===== src/rtl/iba_pkg.sv =====
// Shared types and constants of the ID bitmap allocator.
`default_nettype none
package iba_pkg;

  localparam int NUM_IDS        = 1024;
  localparam int MAP_WORDS      = 16;
  localparam int FIRST_VALID_ID = 1;
  localparam int WORD_BITS      = 64;

  localparam int ID_W   = 10;
  localparam int CNT_W  = ID_W + 1;
  localparam int BIT_W  = $clog2(WORD_BITS);
  localparam int WORD_W = ID_W - BIT_W;
  localparam int CFG_W  = 11;

  localparam int CAP_RAW  = MAP_WORDS * WORD_BITS;
  localparam int CAPACITY = (NUM_IDS < CAP_RAW) ? NUM_IDS : CAP_RAW;

  localparam logic [WORD_BITS-1:0] RESET_WORD0 =
    (WORD_BITS'(1) << FIRST_VALID_ID) - WORD_BITS'(1);

  localparam logic [1:0] ACT_ALLOC   = 2'd0;
  localparam logic [1:0] ACT_CLAIM   = 2'd1;
  localparam logic [1:0] ACT_RELEASE = 2'd2;

  localparam logic CFG_RESERVED = 1'b0;
  localparam logic CFG_IDS      = 1'b1;

  typedef enum logic [2:0] {
    ST_OK      = 3'd0,
    ST_NOFREE  = 3'd1,
    ST_BUSY    = 3'd2,
    ST_INVALID = 3'd3,
    ST_NOTUSED = 3'd4
  } status_e;

  typedef struct packed {
    logic [1:0]      action;
    logic            system_range;
    logic [ID_W-1:0] id_in;
  } req_t;

  typedef struct packed {
    status_e         status;
    logic [ID_W-1:0] id_out;
  } rsp_t;

  // Result of one pass of the word search unit.
  typedef struct packed {
    logic                 found;
    logic [BIT_W-1:0]     pos;
    logic [WORD_BITS-1:0] onehot;
    logic [WORD_BITS-1:0] range;
  } hit_t;

endpackage
`default_nettype wire


===== src/rtl/iba_map.sv =====
// Used-bit store: one 64-bit word per row, reset with the low IDs taken.
`default_nettype none
module iba_map (
  input  wire logic                                clk_i,
  input  wire logic                                rst_ni,
  input  wire logic [iba_pkg::WORD_W-1:0]          rd_addr_i,
  output logic      [iba_pkg::WORD_BITS-1:0]       rd_data_o,
  input  wire logic                                we_i,
  input  wire logic [iba_pkg::WORD_W-1:0]          wr_addr_i,
  input  wire logic [iba_pkg::WORD_BITS-1:0]       wr_data_i
);

  logic [iba_pkg::WORD_BITS-1:0] words_q [iba_pkg::MAP_WORDS];

  always_ff @(posedge clk_i or negedge rst_ni) begin
    if (!rst_ni) begin
      for (int i = 0; i < iba_pkg::MAP_WORDS; i++) begin
        words_q[i] <= (i == 0) ? iba_pkg::RESET_WORD0 : '0;
      end
    end else if (we_i) begin
      words_q[wr_addr_i] <= wr_data_i;
    end
  end

  assign rd_data_o = words_q[rd_addr_i];

endmodule
`default_nettype wire


===== src/rtl/iba_word_unit.sv =====
// Shared search unit: finds the lowest free bit of one word inside an ID range.
`default_nettype none
module iba_word_unit (
  input  wire logic [iba_pkg::WORD_BITS-1:0] word_i,
  input  wire logic [iba_pkg::WORD_W-1:0]    word_idx_i,
  input  wire logic [iba_pkg::CNT_W-1:0]     lo_i,
  input  wire logic [iba_pkg::CNT_W-1:0]     hi_i,
  output iba_pkg::hit_t                      hit_o
);

  localparam logic [iba_pkg::WORD_BITS-1:0] ONES = '1;

  logic [iba_pkg::CNT_W-1:0]     hi_m1;
  logic [iba_pkg::WORD_BITS-1:0] lo_mask;
  logic [iba_pkg::WORD_BITS-1:0] hi_mask;
  logic [iba_pkg::WORD_BITS-1:0] free;
  logic [iba_pkg::WORD_BITS-1:0] onehot;
  logic [iba_pkg::BIT_W-1:0]     pos;

  always_comb begin
    hi_m1   = hi_i - iba_pkg::CNT_W'(1);
    lo_mask = (word_idx_i == lo_i[iba_pkg::ID_W-1:iba_pkg::BIT_W]) ?
              (ONES << lo_i[iba_pkg::BIT_W-1:0]) : ONES;
    // The last word of the range keeps bits up to and including hi - 1.
    hi_mask = (word_idx_i == hi_m1[iba_pkg::ID_W-1:iba_pkg::BIT_W]) ?
              (ONES >> (iba_pkg::BIT_W'(iba_pkg::WORD_BITS - 1) -
                        hi_m1[iba_pkg::BIT_W-1:0])) : ONES;
    free    = ~word_i & lo_mask & hi_mask;
    onehot  = free & (~free + iba_pkg::WORD_BITS'(1));
    pos     = '0;
    for (int j = 0; j < iba_pkg::WORD_BITS; j++) begin
      if (onehot[j]) begin
        pos = pos | iba_pkg::BIT_W'(j);
      end
    end
    hit_o.found  = |free;
    hit_o.pos    = pos;
    hit_o.onehot = onehot;
    hit_o.range  = lo_mask & hi_mask;
  end

endmodule
`default_nettype wire


===== src/rtl/id_bitmap_allocator_unit.sv =====
// Top level: request sequencer and configuration registers of the ID allocator.
// Claim and release take one pass of the word unit, in S_SCAN, before done_o rises.
// Allocate scans one 64-bit map word per cycle through the shared word unit;
// busy stays high for the whole scan, and done_o rises once it ends.
// Rejected requests answer in the cycle after start, and a new start is taken then.
// Reset is immediate: low IDs below the first valid ID are taken, all others free.
`default_nettype none
module id_bitmap_allocator_unit (
  input  wire logic                       clk_i,
  input  wire logic                       rst_ni,
  input  wire logic                       start,
  output logic                            busy,
  input  wire iba_pkg::req_t              req_i,
  output logic                            done_o,
  output iba_pkg::rsp_t                   rsp_o,
  input  wire logic                       cfg_we_i,
  input  wire logic                       cfg_idx_i,
  input  wire logic [iba_pkg::CFG_W-1:0]  cfg_data_i
);

  typedef enum logic {
    S_IDLE,
    S_SCAN
  } state_e;

  state_e                     state_q, state_d;
  logic [iba_pkg::CNT_W-1:0]  reserved_q;
  logic [iba_pkg::CNT_W-1:0]  ids_q;
  logic [1:0]                 op_q, op_d;
  logic [iba_pkg::ID_W-1:0]   id_q, id_d;
  logic [iba_pkg::CNT_W-1:0]  lo_q, lo_d;
  logic [iba_pkg::CNT_W-1:0]  hi_q, hi_d;
  logic [iba_pkg::WORD_W-1:0] word_q, word_d;
  logic [iba_pkg::WORD_W-1:0] last_q, last_d;
  logic                       done_q, done_d;
  iba_pkg::rsp_t              rsp_q, rsp_d;

  logic [iba_pkg::CNT_W-1:0]     n_c;
  logic [iba_pkg::CNT_W-1:0]     alo_c;
  logic [iba_pkg::CNT_W-1:0]     ahi_c;
  logic [iba_pkg::CNT_W-1:0]     id_ext;
  logic [iba_pkg::CNT_W-1:0]     ahi_m1;
  logic [iba_pkg::WORD_BITS-1:0] rd_data;
  logic                          map_we;
  logic [iba_pkg::WORD_BITS-1:0] map_wdata;
  iba_pkg::hit_t                 hit;
  logic                          accept;

  assign accept = start && (state_q == S_IDLE);
  assign busy   = (state_q != S_IDLE);

  always_ff @(posedge clk_i or negedge rst_ni) begin
    if (!rst_ni) begin
      reserved_q <= '0;
      ids_q      <= iba_pkg::CNT_W'(1024);
    end else if (cfg_we_i) begin
      unique case (cfg_idx_i)
        iba_pkg::CFG_RESERVED: reserved_q <= cfg_data_i;
        iba_pkg::CFG_IDS:      ids_q      <= cfg_data_i;
        default:               ;
      endcase
    end
  end

  iba_map u_map (
    .clk_i     (clk_i),
    .rst_ni    (rst_ni),
    .rd_addr_i (word_q),
    .rd_data_o (rd_data),
    .we_i      (map_we),
    .wr_addr_i (word_q),
    .wr_data_i (map_wdata)
  );

  iba_word_unit u_word (
    .word_i     (rd_data),
    .word_idx_i (word_q),
    .lo_i       (lo_q),
    .hi_i       (hi_q),
    .hit_o      (hit)
  );

  always_comb begin
    n_c    = (ids_q > iba_pkg::CNT_W'(iba_pkg::CAPACITY)) ?
             iba_pkg::CNT_W'(iba_pkg::CAPACITY) : ids_q;
    alo_c  = req_i.system_range ? iba_pkg::CNT_W'(iba_pkg::FIRST_VALID_ID) : reserved_q;
    ahi_c  = req_i.system_range ? reserved_q : n_c;
    ahi_m1 = ahi_c - iba_pkg::CNT_W'(1);
    id_ext = {1'b0, req_i.id_in};

    state_d = state_q;
    op_d    = op_q;
    id_d    = id_q;
    lo_d    = lo_q;
    hi_d    = hi_q;
    word_d  = word_q;
    last_d  = last_q;
    done_d  = 1'b0;
    rsp_d   = rsp_q;
    map_we  = 1'b0;
    map_wdata = rd_data | hit.onehot;

    unique case (state_q)
      S_IDLE: begin
        if (accept) begin
          op_d = req_i.action;
          id_d = req_i.id_in;
          // Claim and release search a one-ID range in the word of that ID.
          lo_d   = id_ext;
          hi_d   = id_ext + iba_pkg::CNT_W'(1);
          word_d = req_i.id_in[iba_pkg::ID_W-1:iba_pkg::BIT_W];
          last_d = req_i.id_in[iba_pkg::ID_W-1:iba_pkg::BIT_W];
          rsp_d  = '{status: iba_pkg::ST_INVALID, id_out: '0};
          case (req_i.action)
            iba_pkg::ACT_ALLOC: begin
              if (ahi_c > n_c || alo_c >= ahi_c) begin
                rsp_d.status = iba_pkg::ST_NOFREE;
                done_d       = 1'b1;
              end else begin
                lo_d    = alo_c;
                hi_d    = ahi_c;
                word_d  = alo_c[iba_pkg::ID_W-1:iba_pkg::BIT_W];
                last_d  = ahi_m1[iba_pkg::ID_W-1:iba_pkg::BIT_W];
                state_d = S_SCAN;
              end
            end
            iba_pkg::ACT_CLAIM: begin
              if ((req_i.system_range && id_ext >= reserved_q) || id_ext >= n_c) begin
                done_d = 1'b1;
              end else begin
                state_d = S_SCAN;
              end
            end
            iba_pkg::ACT_RELEASE: begin
              if (id_ext >= n_c ||
                  id_ext < iba_pkg::CNT_W'(iba_pkg::FIRST_VALID_ID)) begin
                done_d = 1'b1;
              end else begin
                state_d = S_SCAN;
              end
            end
            default: done_d = 1'b1;
          endcase
        end
      end
      S_SCAN: begin
        if (op_q == iba_pkg::ACT_RELEASE) begin
          map_wdata = rd_data & ~hit.range;
          map_we    = !hit.found;
          rsp_d     = hit.found ? '{status: iba_pkg::ST_NOTUSED, id_out: '0}
                                : '{status: iba_pkg::ST_OK, id_out: id_q};
          done_d    = 1'b1;
          state_d   = S_IDLE;
        end else if (op_q == iba_pkg::ACT_CLAIM) begin
          map_we  = hit.found;
          rsp_d   = hit.found ? '{status: iba_pkg::ST_OK, id_out: id_q}
                              : '{status: iba_pkg::ST_BUSY, id_out: '0};
          done_d  = 1'b1;
          state_d = S_IDLE;
        end else if (hit.found) begin
          map_we  = 1'b1;
          rsp_d   = '{status: iba_pkg::ST_OK, id_out: {word_q, hit.pos}};
          done_d  = 1'b1;
          state_d = S_IDLE;
        end else if (word_q == last_q) begin
          rsp_d   = '{status: iba_pkg::ST_NOFREE, id_out: '0};
          done_d  = 1'b1;
          state_d = S_IDLE;
        end else begin
          word_d = word_q + iba_pkg::WORD_W'(1);
        end
      end
      default: state_d = S_IDLE;
    endcase
  end

  always_ff @(posedge clk_i or negedge rst_ni) begin
    if (!rst_ni) begin
      state_q <= S_IDLE;
      done_q  <= 1'b0;
      op_q    <= iba_pkg::ACT_ALLOC;
      word_q  <= '0;
      last_q  <= '0;
      lo_q    <= '0;
      hi_q    <= '0;
      id_q    <= '0;
      rsp_q   <= '{status: iba_pkg::ST_OK, id_out: '0};
    end else begin
      state_q <= state_d;
      done_q  <= done_d;
      op_q    <= op_d;
      word_q  <= word_d;
      last_q  <= last_d;
      lo_q    <= lo_d;
      hi_q    <= hi_d;
      id_q    <= id_d;
      rsp_q   <= rsp_d;
    end
  end

  assign done_o = done_q;
  assign rsp_o  = rsp_q;

`ifndef SYNTHESIS
  // A result beat follows only an accepted request or a cycle of scanning.
  a_done_cause: assert property (@(posedge clk_i) disable iff (!rst_ni)
    done_o |-> $past(accept) || $past(state_q == S_SCAN))
    else $error("result beat without a request");

  // A failed request never reports an ID.
  a_fail_zero: assert property (@(posedge clk_i) disable iff (!rst_ni)
    done_o && rsp_o.status != iba_pkg::ST_OK |-> rsp_o.id_out == '0)
    else $error("failed request reports an ID");

  // The scan pointer never runs past the last word of the range.
  a_scan_bound: assert property (@(posedge clk_i) disable iff (!rst_ni)
    state_q == S_SCAN |-> word_q <= last_q)
    else $error("scan ran past the range");

  // The IDs below the first valid ID stay taken.
  a_low_taken: assert property (@(posedge clk_i) disable iff (!rst_ni)
    word_q == '0 |-> (rd_data & iba_pkg::RESET_WORD0) == iba_pkg::RESET_WORD0)
    else $error("reserved low ID was freed");
`endif

endmodule
`default_nettype wire


===== config.mk =====
export PLATFORM = sky130hd
export DESIGN_NAME = id_bitmap_allocator_unit
export DESIGN_NICKNAME = d
export VERILOG_FILES = /design/src/rtl/iba_pkg.sv /design/src/rtl/iba_map.sv /design/src/rtl/iba_word_unit.sv /design/src/rtl/id_bitmap_allocator_unit.sv
export SDC_FILE = /design/constraint.sdc
export NUM_CORES = 2
export LEC_CHECK = 0
export BUFFER_PORTS_ARGS = -buffer_cell sky130_fd_sc_hd__buf_2
export CAP_MARGIN = 20
export CORE_MARGIN = 2
export CORE_UTILIZATION = 60
export DETAILED_ROUTE_END_ITERATION = 8
export PLACE_DENSITY = 0.82
export SLEW_MARGIN = 20
export SYNTH_ARGS = -nofsm -noshare
export SYNTH_HDL_FRONTEND = slang
export SYNTH_SLANG_ARGS = --single-unit

===== constraint.sdc =====
create_clock -name clk_i -period 7.8 [get_ports clk_i]
set_input_delay 1.17 -clock clk_i [delete_from_list [all_inputs] [get_ports clk_i]]
set_output_delay 1.17 -clock clk_i [all_outputs]
set_load 0.005 [all_outputs]

==> key figures <==
Outcome
  – Outcome: finished, final reports clean

Power
  – VDD IR-drop max: approximately 0.20 mV
  – Flop pwr share: 0.412
  – Power density over cell area: 261 nW/um2
  – Sw Ratio: 0.327
  – P_int: between 0.01 and 0.015 W
  – Leakage: 28.5 nW
  – Switching Power: 0.00518 W
  – Comb power frac: 0.251
  – Clk pwr share: 0.337
  – Pwr Total: approximately 0.016 W

Layout
  – Share of layout cells above drive strength 1: 0.343
  – Reg area: between 20,000 and 30,000 um2
  – Fill cells: 6,284
  – Multi-input gate area: roughly 26,000 um2
  – Final net count: around 4,500
  – Post-layout instance count excluding filler cells: about 5,700
  – Antenna cells: 0
  – P&R area growth vs syn: 9.64%
  – Fin area: 60,800 um2

Synthesis
  – Synth cell count leaders: dfrtp_1, mux2_2, nand2_1, o21ai_0, mux4_2
  – Dominant synthesized flop cell: dfrtp_1
  – Yosys synthesis warning count: 0
  – Mapped Cells: between 4,000 and 5,000
  – Mapped Area: 55,400 um2
  – Syn_area_per_cell: ~12 um2
  – Largest cells by area after synthesis: dfrtp_1, mux2_2, mux4_2
  – Cell taking the most area after synthesis: dfrtp_1
  – Seq cells post-synth: between 1,000 and 1,500
  – Share of Yosys cell area claimed by the top area cell type: 0.496
  – Synthesized Nets: ~4,600
  – Share of flip-flops with an asynchronous set or reset: 1.00
  – Yosys cell types: between 90 and 100
  – Part of the Yosys area used for sequential elements: 0.497
  – EDFF count, synth: 0
  – Top-count cell post-synth: dfrtp_1

STA
  – Setup Skew: 0.0266 ns
  – RSZ-0062 raised after global routing: false
  – Tcrit/Tclk final: 0.945
  – Final worst path period need: roughly 7.4 ns
  – Fin. max-slew vios: 0
  – Setup TNS: 0 ns
  – Fin. Hold Viols: 0
  – Worst slew pin tran: around 1.1 ns
  – Final setup violation count: 0
  – Worst slew margin: 0.272
  – Fmax: around 140 MHz

Routing
  – Routed Antenna Nets: 0
  – Number of remaining DRC errors: 0
  – Detailed Routing Iterations Pass 1: 7
  – Via density: 6.91
  – DR iter-0 viols: roughly 4,500
  – WL final: 161,000 um
  – Routed wire per std cell: around 28 um
  – Routed vias: roughly 40,000

Clocking
  – H-tree depth: 3
  – Clock sink count: approximately 1,100
  – Clock latency on the worst-skew pair: 0.71 ns
  – Postcts setup bufs: 0
  – CTS resizes: 0
  – CTS Root Cell: clkbuf_16
  – Worst-path clk slew: approximately 0.070 ns
  – Cts hold-fix bufs: 0
  – Num CTS Buffers: around 110
  – TritonCTS clock tree: built
  – Bufs on Longest Clock Path: 3

Placement
  – Placed cell area: between 50,000 and 60,000 um2
  – Placed cells: 5,493
  – HPWL Detailed: 102,000 um
  – I/O Buffers: 43
  – Gpl congestion: 1.08

Global routing
  – All-Layer GR Usage: 0.345
  – Initial antenna violation count: 0
  – Largest net degree at the start of global routing: around 180
  – Vias in the first global route: 39,800
  – GRT overflow: 0
  – First-pass GRT wire length: 247,000 um

Floorplanning
  – Die H: 308 um
  – Initial Utilization: 0.605
  – Core Box Area: between 90,000 and 100,000 um2
  – Io pins: 44
  – DIE WIDTH: around 310 um
  – Total die area: 94,900 um2
  – Rows: between 100 and 150

Setup path
  – Arr. time, crit path: just under 8 ns
  – Peak fanout along the critical path: 26
  – Worst setup EP type: register
  – Startpoint type of the worst setup path: register
  – CP Data Required Time: approximately 8.4 ns
  – CP Class: register to register

Hold path
  – Hold Path Class: register to register

Flow run
  – Max-cap violation count: 0
[area by class of cell]
type	count	share of cell area
clock buffers	156	0.0517
clock inverters	38	0.00768
inverters	48	0.00296
multi-input cells	2972	0.432
flip-flops and latches	1101	0.453
well taps	1186	0.0244
repair buffers	187	0.0275
[cells in the final DEF, fill, tap and decap left out, types with 15 or more instances in the layout]
cell type / synthesis / layout
dfrtp_1: 1099 / 1095
mux2_2: 799 / 799
nand2_1: 466 / 450
o21ai_0: 342 / 341
mux4_2: 287 / 287
nor2_1: 167 / 166
a21oi_1: 173 / 158
buf_4: 22 / 115
clkbuf_16: 0 / 109
nor3_1: 57 / 56
ha_1: 54 / 54
inv_1: 48 / 48
a22oi_1: 45 / 45
nand3_1: 44 / 44
o21a_1: 43 / 43
buf_2: 52 / 42
o31ai_1: 41 / 41
nand4_1: 30 / 30
a31oi_1: 30 / 29
buf_12: 0 / 29
xnor2_1: 25 / 25
clkbuf_8: 0 / 24
nand2b_1: 23 / 23
clkbuf_1: 250 / 23
a21oi_2: 7 / 22
a211oi_1: 21 / 21
o22ai_1: 21 / 21
or2_2: 20 / 20
nor4_1: 21 / 20
clkinv_2: 0 / 19
nand2_4: 0 / 16
nor2b_1: 18 / 15
[flip-flops by register name (all words and copies together), names as in the netlist]
name and count:
id_q 10, rsp_o 13, busy 1, hi_q 10
u_map.words_q 1024, last_q 4, lo_q 10, done_o 1
reserved_q 11, op_q 2, word_q 4, ids_q 11
[kinds of logic (layout without fill, tap and decap cells)]
kind of cell             Yosys count  in the layout  share of synthesized area
AO/OA/AOI/OAI                    851            851                     0.0931
XOR/XNOR                          33             33                    0.00521
adder cells (fa/ha/maj)           54             54                     0.0122
buffers and inverters            420            429                     0.0335
flip-flops                      1101           1101                      0.497
multiplexers                    1097           1097                      0.281
AND/OR/NAND/NOR                  937            937                     0.0783
[power groups by stage]
stage	Combinational (W)	Sequential, W	Clock, W
2_1_floorplan	0.00265	0.00640	0
3_3_place_gp	0.00379	0.00656	0
3_5_place_dp	0.00385	0.00660	0
4_1_cts	0.00387	0.00651	0.00538
5_1_grt	0.00420	0.00656	0.00563
6_report	0.00398	0.00652	0.00534
[worst max-delay path, cell delays in order, from the launching register on]
cell      delay, ns
dfrtp_1        0.47
inv_1          0.14
ha_1           0.51
or3b_1         0.54
or4_4          0.54
a22oi_2        0.22
o21a_1         0.65
a211oi_1       0.26
or4_1          0.65
nor4_4         0.45
nand4_4        0.15
nor3_4         0.29
inv_1          0.17
ha_1           0.34
nand2b_1       0.07
nor2_1         0.57
nand2_4        0.44
buf_4          0.38
mux2_2         0.31
[metrics by stage]
step	hold WS, ns	util	setup slack (ns)
after CTS	0.479	0.663	0.573
after floorplan	0.443	-	2.34
after global routing	0.500	0.663	0.0852
final	0.477	0.663	0.428
after global placement	0.454	0.623	0.802
after detailed placement	0.464	0.623	0.632
[path summary, 6_finish.rpt]
kind                                     from                  to  slack [ns]  cells after the start
setup / recovery                      hi_q[1]  u_map.words_q[702]        0.43                     18
setup reg to reg                      hi_q[1]  u_map.words_q[702]        0.43                     18
max in group asynchronous              rst_ni  u_map.words_q[865]        5.32                      3
hold reg to reg            u_map.words_q[795]  u_map.words_q[795]        0.48                      2
hold / removal             u_map.words_q[795]  u_map.words_q[795]        0.48                      2
min in group asynchronous              rst_ni  u_map.words_q[321]        0.51                      1
[per-layer routing]
layer  part of all wire  routed length [um]  vias to the layer above  track usage
met3              0.085               13700                      522       0.0618
li1                   -                   -                    16400            -
met1               0.40               64700                    20300        0.477
met2               0.46               74700                     2103        0.537
met5                  0                   0                        -            0
met4              0.050                8070                        0        0.160
Note: power is estimated with default switching activity, not from simulation.
